--- src/design/tfpt_pkg.sv ---
// Shared types and constants for the FIFO-replaced TLB translation block.
// Used by tfpt_tlb, tfpt_mem, the top level and the testbench; no dependencies.
package tfpt_pkg;

    localparam int DEF_OFFSET_BITS       = 8;
    localparam int DEF_PAGE_NUMBER_BITS  = 8;
    localparam int DEF_FRAME_NUMBER_BITS = 8;
    localparam int DEF_TLB_ENTRIES       = 16;

    localparam int ADDR_W = 16;
    localparam int BYTE_W = 8;

    localparam logic KIND_POPULATE = 1'b0;
    localparam logic KIND_LOOKUP   = 1'b1;

    typedef struct packed {
        logic                     kind;
        logic [ADDR_W-1:0]        virtual_address;
        logic [ADDR_W-1:0]        phys_addr;
        logic signed [BYTE_W-1:0] write_value;
    } t_in_item;

    typedef struct packed {
        logic signed [BYTE_W-1:0] read_value;
        logic [BYTE_W-1:0]        xlat_frame;
        logic                     tlb_hit;
    } t_out_item;

    // sequencer -> TLB
    typedef struct packed {
        logic start;   // restart the scan at entry 0
        logic step;    // compare current entry, advance on no match
        logic insert;  // write page/frame at the FIFO head
    } t_tlb_ctl;

    // TLB -> sequencer
    typedef struct packed {
        logic match;   // current entry is valid and holds the page
        logic last;    // current entry is the last one
    } t_tlb_sts;

    // sequencer -> memories
    typedef struct packed {
        logic pm_wr;   // page table write
        logic fs_wr;   // physical memory write
    } t_mem_ctl;

endpackage

--- src/design/tfpt_tlb.sv ---
// TLB entry array with FIFO replacement and one shared tag comparator that
// walks the entries under control of the top-level sequencer. Uses tfpt_pkg.
module tfpt_tlb
    import tfpt_pkg::*;
#(
    parameter int PAGE_NUMBER_BITS  = DEF_PAGE_NUMBER_BITS,
    parameter int FRAME_NUMBER_BITS = DEF_FRAME_NUMBER_BITS,
    parameter int TLB_ENTRIES       = DEF_TLB_ENTRIES
) (
    input  logic                         i_clk,
    input  logic                         i_rst_n,
    input  t_tlb_ctl                     i_ctl,
    input  logic [PAGE_NUMBER_BITS-1:0]  i_page,
    input  logic [FRAME_NUMBER_BITS-1:0] i_frame,
    output t_tlb_sts                     o_sts,
    output logic [FRAME_NUMBER_BITS-1:0] o_frame
);

    localparam int IDX_W = $clog2(TLB_ENTRIES);
    localparam logic [IDX_W-1:0] LAST_IDX = IDX_W'(TLB_ENTRIES - 1);

    logic [PAGE_NUMBER_BITS-1:0]  r_tags   [TLB_ENTRIES];
    logic [FRAME_NUMBER_BITS-1:0] r_frames [TLB_ENTRIES];
    logic [TLB_ENTRIES-1:0]       r_valid;
    logic [TLB_ENTRIES-1:0]       n_valid;
    logic [IDX_W-1:0]             r_idx;
    logic [IDX_W-1:0]             n_idx;
    logic [IDX_W-1:0]             r_head;
    logic [IDX_W-1:0]             n_head;
    logic                         w_match;
    logic                         w_last;

    assign w_match = r_valid[r_idx] && (r_tags[r_idx] == i_page);
    assign w_last  = (r_idx == LAST_IDX);

    assign o_sts.match = w_match;
    assign o_sts.last  = w_last;
    assign o_frame     = r_frames[r_idx];

    always_comb begin
        n_idx   = r_idx;
        n_head  = r_head;
        n_valid = r_valid;
        if (i_ctl.start) begin
            n_idx = '0;
        end else if (i_ctl.step && !w_match && !w_last) begin
            n_idx = r_idx + 1'b1;
        end
        if (i_ctl.insert) begin
            n_valid[r_head] = 1'b1;
            n_head = (r_head == LAST_IDX) ? '0 : r_head + 1'b1;
        end
    end

    always_ff @(posedge i_clk) begin
        if (!i_rst_n) begin
            r_idx   <= '0;
            r_head  <= '0;
            r_valid <= '0;
        end else begin
            r_idx   <= n_idx;
            r_head  <= n_head;
            r_valid <= n_valid;
        end
    end

    always_ff @(posedge i_clk) begin
        if (i_ctl.insert) begin
            r_tags[r_head]   <= i_page;
            r_frames[r_head] <= i_frame;
        end
    end

    a_insert_lands: assert property (@(posedge i_clk) disable iff (!i_rst_n)
        i_ctl.insert |=> r_valid[$past(r_head)] && (r_tags[$past(r_head)] == $past(i_page)))
        else $error("TLB insert did not land at the FIFO head");

    a_head_holds: assert property (@(posedge i_clk) disable iff (!i_rst_n)
        !i_ctl.insert |=> $stable(r_head) && $stable(r_valid))
        else $error("TLB head or valid bits changed without an insert");

endmodule

--- config.mk ---
export PLATFORM = sky130hd
export DESIGN_NAME = tfpt_tlb
export DESIGN_NICKNAME = d
export VERILOG_FILES = /design/src/design/tfpt_pkg.sv /design/src/design/tfpt_tlb.sv
export SDC_FILE = /design/constraint.sdc
export NUM_CORES = 1
export LEC_CHECK = 0
export ABC_AREA = 1
export BUFFER_PORTS_ARGS = -buffer_cell sky130_fd_sc_hd__buf_2
export CAP_MARGIN = 20
export CORE_ASPECT_RATIO = 1.1
export CORE_UTILIZATION = 54
export DETAILED_ROUTE_END_ITERATION = 12
export PLACE_DENSITY = 0.71
export SYNTH_ARGS = -nofsm -noshare
export SYNTH_HDL_FRONTEND = slang
export SYNTH_SLANG_ARGS = --single-unit
export TNS_END_PERCENT = 50
--- constraint.sdc ---
create_clock -name i_clk -period 4.8 [get_ports i_clk]
set_input_delay 0.48 -clock i_clk [delete_from_list [all_inputs] [get_ports i_clk]]
set_output_delay 0.48 -clock i_clk [all_outputs]
set_load 0.01 [all_outputs]
==> results of run 1 <==
-- report_power, final --
| part | leakage [nW] | total (W) | switching (W) | internal, W |
|---|---|---|---|---|
| Sequential | 2.54 | 0.00274 | 0.0000140 | 0.00272 |
| Clock | 0.431 | 0.00210 | 0.000874 | 0.00123 |
| Combinational | 1.78 | 0.000249 | 0.000178 | 0.0000717 |
| Total | 4.75 | 0.00509 | 0.00107 | 0.00403 |
-- critical path: stages, from the launching register on --
cell	delay, ns
dfxtp_4	0.45
inv_4	0.81
buf_4	0.37
nor2_1	0.06
o211ai_1	0.17
nand3_1	0.12
nand3_1	0.11
nand2_1	0.08
nor2_2	0.17
nand3_4	0.15
inv_1	0.09
buf_2	0.12
-- metrics by stage --
stage	total power, W	cells	worst slack [ns]	util	hold WS, ns
2_1_floorplan	0.00295	1026	2.71	-	0.435
3_3_place_gp	0.00303	1315	1.69	0.571	0.446
3_5_place_dp	0.00304	1315	1.67	0.571	0.461
4_1_cts	0.00511	1366	1.05	0.612	0.192
5_1_grt	0.00523	1366	0.811	0.612	0.214
6_report	0.00509	1366	1.06	0.612	0.202
-- layer usage --
metal / share of wire / global-route usage / up-vias
met5: 0 / 0 / -
met4: 0.032 / 0.0927 / 0
met3: 0.079 / 0.0325 / 74
met2: 0.47 / 0.398 / 310
met1: 0.42 / 0.337 / 3745
li1: - / - / 3622
-- path summary, 6_finish.rpt --
check	endpoint	slack, ns
max reg2reg	register	1.86
min reg2reg	r_valid[12]$_SDFFE_PN0P_	0.47
max	o_sts[1]	1.06
min	r_head[2]$_SDFFE_PN0P_	0.20
-- logic make-up (layout without fill, tap and decap cells) --
kind of cell | after synthesis | after routing | synth area share
mux | 1 | 1 | 0.000859
flops | 284 | 284 | 0.708
compound gates | 150 | 150 | 0.0781
buf+inv | 136 | 186 | 0.0498
fa+ha+maj | 5 | 5 | 0.00537
simple gates | 450 | 450 | 0.158
-- cells in the final DEF (no fill, tap or decap) --
master	instances
o211ai_1	18
inv_4	1
edfxtp_1	256
clkinv_1	6
dfxtp_2	2
nand3_4	1
clkbuf_8	1
inv_6	1
a21oi_1	7
nor2_2	20
nand4_1	4
clkinv_2	4
inv_1	72
clkbuf_16	29
dfxtp_4	1
inv_2	5
o21ai_0	83
a211oi_1	1
ha_1	5
o21ai_1	7
dfxtp_1	25
clkbuf_1	11
mux2i_1	1
buf_4	24
nor4_1	2
buf_2	30
bufinv_16	2
nand3b_1	2
o22ai_1	8
o221ai_1	24
nand3_1	79
nand3_2	1
nand2_1	193
nor2_1	147
nor3_1	1
o21ai_2	1
o211ai_2	1
-- sequential cells by signal, indices dropped and copies added, names as in the netlist, named ones only --
name / flops
r_idx: 4
r_head: 4
r_valid: 16
r_frames: 128
r_tags: 128
-- final cells by class --
class                   count  area, um^2
flip-flops and latches    284        8250
fillers                  1643        8230
well taps                 290         363
inverters                  81         307
repair buffers             54         330
multi-input cells         606        2860
clock buffers              41         781
clock inverters            10         100
==> key figures, run 1 <==
Outcome
  • Status: completed

STA
  • Worst Tran Pin Value: around 1.1 ns
  • Tmin final: 3.74 ns
  • Setup Total Neg Slack: 0 ns
  • Final setup fails: 0
  • Fmax: 0.267 GHz
  • RSZ-0062 raised after global routing: false
  • Fin Clk Skew: 0.0162 ns
  • Fin. max-slew vios: 0
  • Final Hold Vio Count: 0
  • Final period util: 0.780
  • Max-slew headroom: 0.278

Logic synthesis
  • Mapped Area: 0.0117 mm^2
  • Distinct cells, synth: 32
  • Warnings, synthesis: 0
  • Most instantiated cells after synthesis: edfxtp_1 (256), nand2_1 (193), nor2_1 (163)
  • Sequential-to-total area share from yosys stat: 0.708
  • Ys flop type: edfxtp_1
  • Share of the synthesized area in the top cell type: 0.660
  • Syn nets: 1052
  • Post-synth EDFFs: 256
  • Avg Cell Area, Syn: approximately 11 um^2
  • Yosys top cell by area: edfxtp_1
  • Synth top area cells: edfxtp_1 (66%), nand2_1 (6.2%), nor2_1 (5.3%), dfxtp_1 (4.8%), o21ai_0 (3.6%)
  • Synthesized instance count: 1026
  • Asr flop ratio synth: 0
  • Most frequent cell after synthesis: edfxtp_1
  • Seq cells post-synth: about 280

Place
  • Placer Congestion: 0.815
  • Post-DP Area: 0.0121 mm^2
  • Hpwl dp: 14000 um
  • Port buffer count: 30

Worst setup path
  • Path depth of the worst reg2reg path: 12
  • CP Class: reg -> out
  • Worst setup SP type: register
  • Critical path peak fanout: 105
  • CP arrival: 3.26 ns
  • Worst Setup End Kind: output port
  • WP data required: about 4.3 ns

Clocking
  • Clock latency on the worst-skew pair: 0.54 ns
  • Post-CTS setup buffers: 0
  • Post-cts resize count: 0
  • Num CTS Buffers: 28
  • H-tree levels: 1
  • CTS tree: done
  • Clock tree buffer depth: 3
  • CTS Root Cell: clkbuf_16
  • CTS Hold Bufs: 0
  • Clk slew on worst S/H paths: 0.06 ns
  • # clock sinks: between 200 and 300

Route
  • Vias/cell: 5.67
  • Final ANT Viol Nets: 0
  • Initial DRT Pass Iterations: 5
  • DRC viols: 0
  • DR iter-0 viols: roughly 860
  • Via count: 7751
  • WL per Instance: 19.4 um
  • DRT Wirelength: 26500 um

Final layout
  • Share of layout cells above drive strength 1: 0.115
  • P&R area growth vs syn: 11.6%
  • N_diodes: 0
  • # nets final: between 1000 and 1500
  • Design Area, Final: 0.0130 mm^2

Floorplanning
  • Die X: approximately 140 um
  • Row cnt: 56
  • Starting Density: 0.549
  • I/O pin count: 31
  • Core footprint: around 0.021 mm^2
  • Die Y: 156 um
  • Die ar.: 0.0222 mm^2

Power and ir drop
  • Worst VDD drop: 0.000319 V
  • Leak: 4.75 nW
  • Pwr dens: ~400 mW/mm^2

Flow run
  • Max-capacitance violation count: 0

Global route
  • GRT Total Usage: 0.245
  • Vias in the first global route: about 7400
  • Global-route wire length before repair: 40500 um
  • Initial antenna violation count: 0
  • Pin count of the biggest net entering global routing: around 110
  • Grt ovf: 0

Worst hold path
  • Hold wc startpoint: i_rst_n
  • Hold Path Stages: 3
  • Hold/Removal Path Class: in -> reg
Note: power is estimated with default switching activity, not from simulation.
==> inputs of run 2 (changes only) <==
--- a/config.mk
+++ b/config.mk
@@ -11,7 +11,7 @@
 export CORE_ASPECT_RATIO = 1.1
 export CORE_UTILIZATION = 54
 export DETAILED_ROUTE_END_ITERATION = 12
-export PLACE_DENSITY = 0.71
+export PLACE_DENSITY = 0.73
 export SYNTH_ARGS = -nofsm -noshare
 export SYNTH_HDL_FRONTEND = slang
 export SYNTH_SLANG_ARGS = --single-unit
==> constraint.sdc (replaced) <==
create_clock -name i_clk -period 3.4 [get_ports i_clk]
set_input_delay 0.34 -clock i_clk [delete_from_list [all_inputs] [get_ports i_clk]]
set_output_delay 0.34 -clock i_clk [all_outputs]
set_load 0.01 [all_outputs]
==> run 2 against run 1 <==
Compared with the run above: sequential cell count unchanged; clock skew about the same; total power rose by 38%; largest cell class unchanged; hold slack got worse by 0.14 ns; largest power group unchanged; via count is 0.13% higher; sequential share of layout area about the same; sequential power up 41%; combinational power up 45%; wire length rose by 0.45%; worst setup slack got worse by 0.82 ns.
==> key figures, run 2 (synthesized netlist as in run 1, its figures left out) <==
Floorplanning
  • Starting Density: 0.549 (unchanged)
  • Row cnt: 56 (unchanged)
  • Die ar.: 0.0222 mm^2 (unchanged)
  • Die Y: 156 um (unchanged)
  • Die X: 142 um (unchanged)
  • I/O pin count: 31 (unchanged)
  • Core footprint: 0.0212 mm^2 (unchanged)

Route
  • DR iter-0 viols: 739 (-14%)
  • DRT Wirelength: 26600 um (+0.45%)
  • Final ANT Viol Nets: 0 (unchanged)
  • DRC viols: 0 (unchanged)
  • Initial DRT Pass Iterations: 5 (unchanged)
  • Vias/cell: 5.69 (+0.28%)
  • Via count: 7761 (+0.13%)
  • WL per Instance: 19.5 um (+0.59%)

Final layout
  • Top Registers: r_frames x128, r_tags x128, r_valid x16
  • Register area: 0.00825 mm^2 (unchanged)
  • Share of layout cells above drive strength 1: 0.115 (-0.000716)
  • # nets final: 1084 (+0.28%)
  • P&R area growth vs syn: 11.6% (about the same)
  • Fillers: 1671 (+1.7%)
  • Area occupied by multi-input gates: 0.00286 mm^2 (unchanged)
  • Design Area, Final: 0.0130 mm^2 (about the same)
  • N_diodes: 0 (unchanged)
  • Most common cell after layout, fill and taps aside: edfxtp_1
  • Commonest non-fill, non-tap cells in the layout: edfxtp_1 (256), nand2_1 (193), nor2_1 (147)

Worst hold path
  • Hold wc startpoint: i_rst_n
  • Hold/Removal Path Class: in -> reg
  • Hold Path Stages: 3 (unchanged)
  • Hold EP: r_head[2]$_SDFFE_PN0P_

Worst setup path
  • R2r setup slk: 0.96 ns (-0.90 ns)
  • Path depth of the worst reg2reg path: 14 (+2)
  • WP data required: 3.06 ns (-1.26 ns)
  • Critical path peak fanout: 86 (-18%)
  • Worst Setup End Kind: output port
  • CP arrival: 2.82 ns (-0.44 ns)
  • CP Class: reg -> out
  • RR Endpoint: r_idx[3]$_SDFFE_PP0P_
  • Worst setup SP type: register

Clocking
  • CTS tree: done
  • Clock tree buffer depth: 3 (unchanged)
  • H-tree levels: 1 (unchanged)
  • Clk slew on worst S/H paths: 0.06 ns (about the same)
  • Num CTS Buffers: 28 (unchanged)
  • Clock latency on the worst-skew pair: 0.55 ns (about the same)
  • CTS Root Cell: clkbuf_16
  • CTS Hold Bufs: 0 (unchanged)
  • # clock sinks: 284 (unchanged)

Power and ir drop
  • Design Power: 0.00705 W (+38%)
  • Leak: 4.74 nW (-0.27%)
  • Pwr dens: 542 mW/mm^2 (+38%)
  • Worst VDD drop: 0.000575 V (+80%)

Global route
  • GRT Max-Usage Layer: met2
  • Global-route met3 utilization: 0.0341 (+0.00153)
  • Vias in the first global route: 7304 (-1.9%)
  • GRT Total Usage: 0.245 (+0.000700)
  • Grt ovf: 0 (unchanged)
  • Global-route wire length before repair: 40700 um (+0.49%)
  • Met1 GRT Util: 0.336 (-0.00127)
  • Initial antenna violation count: 1 (+1)
  • Pin count of the biggest net entering global routing: 87 (-18%)
  • GR Layer Usage met2: 0.408 (+0.0103)

STA
  • RSZ-0062 raised after global routing: false
  • Final Hold Vio Count: 0 (unchanged)
  • Max-slew headroom: 0.393 (+0.114)
  • Final setup fails: 0 (unchanged)
  • Fin Clk Skew: 0.0163 ns (+0.0000469 ns)
  • Worst Tran Pin Value: 0.910 ns (-0.173 ns)
  • Tmin final: between 3 and 4 ns
  • Fmax: about 0.32 GHz
  • Fin. max-slew vios: 0 (unchanged)
  • Setup Total Neg Slack: 0 ns (unchanged)
  • Final period util: 0.930

Outcome
  • Status: completed

Place
  • Placer Congestion: 0.826 (+1.4%)
  • Port buffer count: 30 (unchanged)
  • Hpwl dp: 14100 um (+0.30%)
  • Post-DP Area: 0.0121 mm^2 (+0.23%)

Flow run
  • Max-capacitance violation count: 0 (unchanged)
-- run 2: cell types whose count changed in the layout (fill, tap and decap cells not counted), sizes merged --
cell	previous run	this run
buf	54	57
bufinv	2	0
clkinv	10	7
clkinvlp	0	1
inv	79	78
-- run 2: critical path, stage by stage, from the launching register on --
cell and delay, ns:
dfxtp_4 0.58, buf_12 0.38, nor2_1 0.09, nor2_1 0.09, o21ai_1 0.08, o211ai_1 0.12
nand3_1 0.18, nand3_1 0.11, nand2_1 0.09, nor2_2 0.15, nand3_4 0.14, inv_1 0.09
buf_2 0.12
-- run 2: area by class of cell --
class                      count  share of cell area
clock buffer                  41              0.0599
inverter                      81              0.0238
timing repair buffer          57              0.0296
sequential                   284               0.635
clock inverter                 5             0.00375
tap                          290              0.0279
multi-input combinational    606               0.220
-- run 2: report_power, final --
| group | total (W) | internal (W) | switching (W) |
|---|---|---|---|
| clock network | 0.00282 | 0.00158 | 0.00124 |
| logic | 0.000362 | 0.000106 | 0.000256 |
| registers | 0.00387 | 0.00385 | 0.0000201 |
-- run 2: worst max path at each step --
stage | to | depth (start not counted) | from
floorplan | o_frame[1] | 10 | register
global placement | o_sts[1] | 14 | register
detailed placement | o_sts[1] | 14 | register
CTS | o_sts[1] | 14 | register
global route | o_sts[1] | 14 | register
finish | o_sts[1] | 12 | register
-- run 2: per-layer routing --
| metal | routed length, um | vias to the layer above |
|---|---|---|
| met3 | 2170 | 53 |
| met4 | 660 | 2 |
| met2 | 12800 | 354 |
| li1 | - | 3622 |
| met1 | 10900 | 3730 |
| met5 | 14 | - |
-- run 2: what timing repair did --
item | 4_1_cts | 5_1_grt
setup endpoints to repair | 1 | 1
gates resized for setup | 1 | 0
setup buffers | 0 | 1
gates cloned | 0 | 0
-- run 2: stage by stage --
step / setup slack (ns) / hold slack, ns / std cells / utilization
6_report: 0.237 / 0.0601 / 1364 / 0.613
3_5_place_dp: 0.545 / 0.457 / 1317 / 0.572
2_1_floorplan: 1.45 / 0.435 / 1026 / -
3_3_place_gp: 0.608 / 0.446 / 1317 / 0.572
5_1_grt: 0.00263 / 0.0600 / 1364 / 0.613
4_1_cts: 0.0738 / 0.0491 / 1363 / 0.611
==> inputs of run 3 (changes only) <==
--- a/config.mk
+++ b/config.mk
@@ -9,9 +9,9 @@
 export BUFFER_PORTS_ARGS = -buffer_cell sky130_fd_sc_hd__buf_2
 export CAP_MARGIN = 20
 export CORE_ASPECT_RATIO = 1.1
-export CORE_UTILIZATION = 54
+export CORE_UTILIZATION = 56
 export DETAILED_ROUTE_END_ITERATION = 12
-export PLACE_DENSITY = 0.73
+export PLACE_DENSITY = 0.76
 export SYNTH_ARGS = -nofsm -noshare
 export SYNTH_HDL_FRONTEND = slang
 export SYNTH_SLANG_ARGS = --single-unit
==> run 3 against run 2 <==
Compared with the run above: count of clock-buffer cells in the layout fell by 7; non-clock buffer count rose by 1; largest cell class unchanged; register-to-register slack worse by 0.02 ns; critical endpoint unchanged; clock power down 2%; design area decreased by 0.74%; highest routed layer is now met4; sequential share of layout area grew 0.47 points; global-route usage shrank 0.20 points; die area decreased by 3.5%; core utilization up 2.9 points; via count is 0.12% higher; wire length down 3.4%.
==> key figures, run 3 (synthesized netlist as in run 1, its figures left out) <==
Worst setup path
  • Worst setup SP type: register
  • Critical path peak fanout: 22 (-74%)
  • R2r setup slk: 0.94 ns (-0.02 ns)
  • CP arrival: 2.74 ns (-0.08 ns)
  • WP data required: 3.06 ns (about the same)
  • CP Class: reg -> out
  • Worst Setup End Kind: output port

Route
  • Initial DRT Pass Iterations: 5 (unchanged)
  • Via count: 7770 (+0.12%)
  • Metal3 WL: 2020 um (-6.9%)
  • WL per Instance: 19.3 um (-0.92%)
  • DRT Wirelength: 25700 um (-3.4%)
  • Max Used Layer: met4
  • Met1 WL: 10300 um (-5.2%)
  • Vias/cell: 5.84 (+2.7%)
  • Final ANT Viol Nets: 0 (unchanged)
  • DRC viols: 0 (unchanged)
  • DR iter-0 viols: 921 (+25%)
  • Met2 wire length: 12300 um (-4.2%)

STA
  • Max-slew headroom: 0.395 (+0.00209)
  • RSZ-0062 raised after global routing: false
  • Final setup fails: 0 (unchanged)
  • Final period util: 0.905 (-0.0249)
  • Worst Tran Pin Value: 0.907 ns (-0.00313 ns)
  • Fmax: 0.325 GHz (+2.7%)
  • Final hold slack: 0.0745 ns (+0.0144 ns)
  • Setup Total Neg Slack: 0 ns (unchanged)
  • Final Hold Vio Count: 0 (unchanged)
  • Tmin final: 3.08 ns (-0.0846 ns)
  • Fin Clk Skew: 0.0234 ns (+0.00715 ns)
  • Fin. max-slew vios: 0 (unchanged)

Global route
  • Grt ovf: 0 (unchanged)
  • Initial antenna violation count: 0 (-1)
  • Pin count of the biggest net entering global routing: 135 (+55%)
  • Global-route wire length before repair: 39600 um (-2.6%)
  • Vias in the first global route: 7403 (+1.4%)
  • GRT Total Usage: 0.243 (-0.00200)

Outcome
  • Status: completed

Power and ir drop
  • Leak: 4.73 nW (-0.18%)
  • Pwr dens: 540 mW/mm^2 (-0.39%)
  • Share of power burned in registers: 0.554 (+0.006)
  • Switch share: 0.214 (-0.00149)
  • Worst VDD drop: 0.000389 V (-32%)
  • Psw: 0.00149 W (-1.8%)
  • Internal: 0.00548 W (-0.94%)
  • Logic pwr share: 0.052 (about the same)
  • Clock share of power: 0.394 (-0.007)

Floorplanning
  • Starting Density: 0.579 (+0.0299)
  • Die Y: 153 um (-1.8%)
  • I/O pin count: 31 (unchanged)
  • Die X: 140 um (-1.8%)
  • Core footprint: 0.0201 mm^2 (-5.2%)
  • Row cnt: 54 (-3.6%)
  • Die ar.: 0.0214 mm^2 (-3.5%)

Clocking
  • Clk slew on worst S/H paths: 0.06 ns (about the same)
  • CTS Root Cell: clkbuf_16
  • Post-cts resize count: 0 (-1)
  • H-tree levels: 1 (unchanged)
  • Num CTS Buffers: 27 (-3.6%)
  • CTS tree: done
  • Post-CTS setup buffers: 0 (unchanged)
  • CTS Hold Bufs: 0 (unchanged)
  • Clock tree buffer depth: 3 (unchanged)
  • # clock sinks: 284 (unchanged)
  • Clock latency on the worst-skew pair: 0.54 ns (about the same)

Place
  • Hpwl dp: 14000 um (-0.58%)
  • Post-DP Area: 0.0121 mm^2 (-0.27%)
  • Port buffer count: 30 (unchanged)
  • Placer Congestion: 0.783 (-5.3%)

Final layout
  • Most common cell after layout, fill and taps aside: edfxtp_1
  • Commonest non-fill, non-tap cells in the layout: edfxtp_1 (256), nand2_1 (193), nor2_1 (147)
  • Area occupied by multi-input gates: 0.00286 mm^2 (unchanged)
  • Top Registers: r_frames x128, r_tags x128, r_valid x16
  • Register area: 0.00825 mm^2 (unchanged)
  • P&R area growth vs syn: 10.8%
  • Post-layout util: 0.641 (+0.0286)
  • # nets final: 1084 (unchanged)
  • Fillers: 1494 (-11%)
  • Design Area, Final: 0.0129 mm^2 (-0.74%)
  • N_diodes: 0 (unchanged)
  • Share of layout cells above drive strength 1: 0.115 (+0.000503)

Flow run
  • Max-capacitance violation count: 0 (unchanged)

Worst hold path
  • Hold/Removal Path Class: in -> reg
  • Hold wc startpoint: i_rst_n
## run 3: cell count changes in the layout (fill, tap and decap cells not counted), sizes merged
cell,previous run,this run
buf,57,58
bufinv,0,1
clkbuf,41,34
clkinv,7,16
clkinvlp,1,0
inv,78,79
## run 3: through the flow
| stage | setup slack, ns | total power, W | cells |
|---|---|---|---|
| final | 0.322 | 0.00697 | 1330 |
| after global routing | 0.110 | 0.00716 | 1330 |
| after CTS | 0.301 | 0.00700 | 1330 |
| after detailed placement | 0.894 | 0.00430 | 1281 |
| after global placement | 0.917 | 0.00429 | 1281 |
| after floorplan | 1.45 | 0.00416 | 1026 |
## run 3: critical path, cell delays in order, from the launching register on
cell	delay (ns)
dfxtp_2	0.32
inv_2	0.37
buf_4	0.29
nor2_1	0.06
o21ai_1	0.09
nand3_1	0.12
nand3_1	0.16
nand2_1	0.09
nand2_1	0.07
nand2_1	0.12
nor2_2	0.17
nand3_4	0.14
inv_1	0.07
buf_2	0.12
## run 3: power by group through the flow
| stage | registers, W | logic [W] | clock network [W] |
|---|---|---|---|
| 2_1_floorplan | 0.00393 | 0.000228 | 0 |
| 3_3_place_gp | 0.00393 | 0.000356 | 0 |
| 3_5_place_dp | 0.00393 | 0.000363 | 0 |
| 4_1_cts | 0.00386 | 0.000366 | 0.00277 |
| 5_1_grt | 0.00386 | 0.000406 | 0.00289 |
| 6_report | 0.00386 | 0.000365 | 0.00275 |
## run 3: path summary, 6_finish.rpt
check | to | depth (start not counted)
setup / recovery | o_sts[1] | 13
hold / removal | r_head[2]$_SDFFE_PN0P_ | 3
setup reg to reg | register | 14
hold reg to reg | r_valid[3]$_SDFFE_PN0P_ | 2
## run 3: cell type report
| class | instances | share of cell area |
|---|---|---|
| clock buffers | 34 | 0.0544 |
| multi-input cells | 606 | 0.222 |
| clock inverters | 15 | 0.00717 |
| repair buffers | 58 | 0.0289 |
| well taps | 252 | 0.0244 |
| flip-flops and latches | 284 | 0.639 |
| inverters | 81 | 0.0237 |
## run 3: routing by layer
metal	vias to the layer above	track usage
met2	317	0.403
met5	-	0
met1	3751	0.319
li1	3630	-
met3	72	0.0323
met4	0	0.119
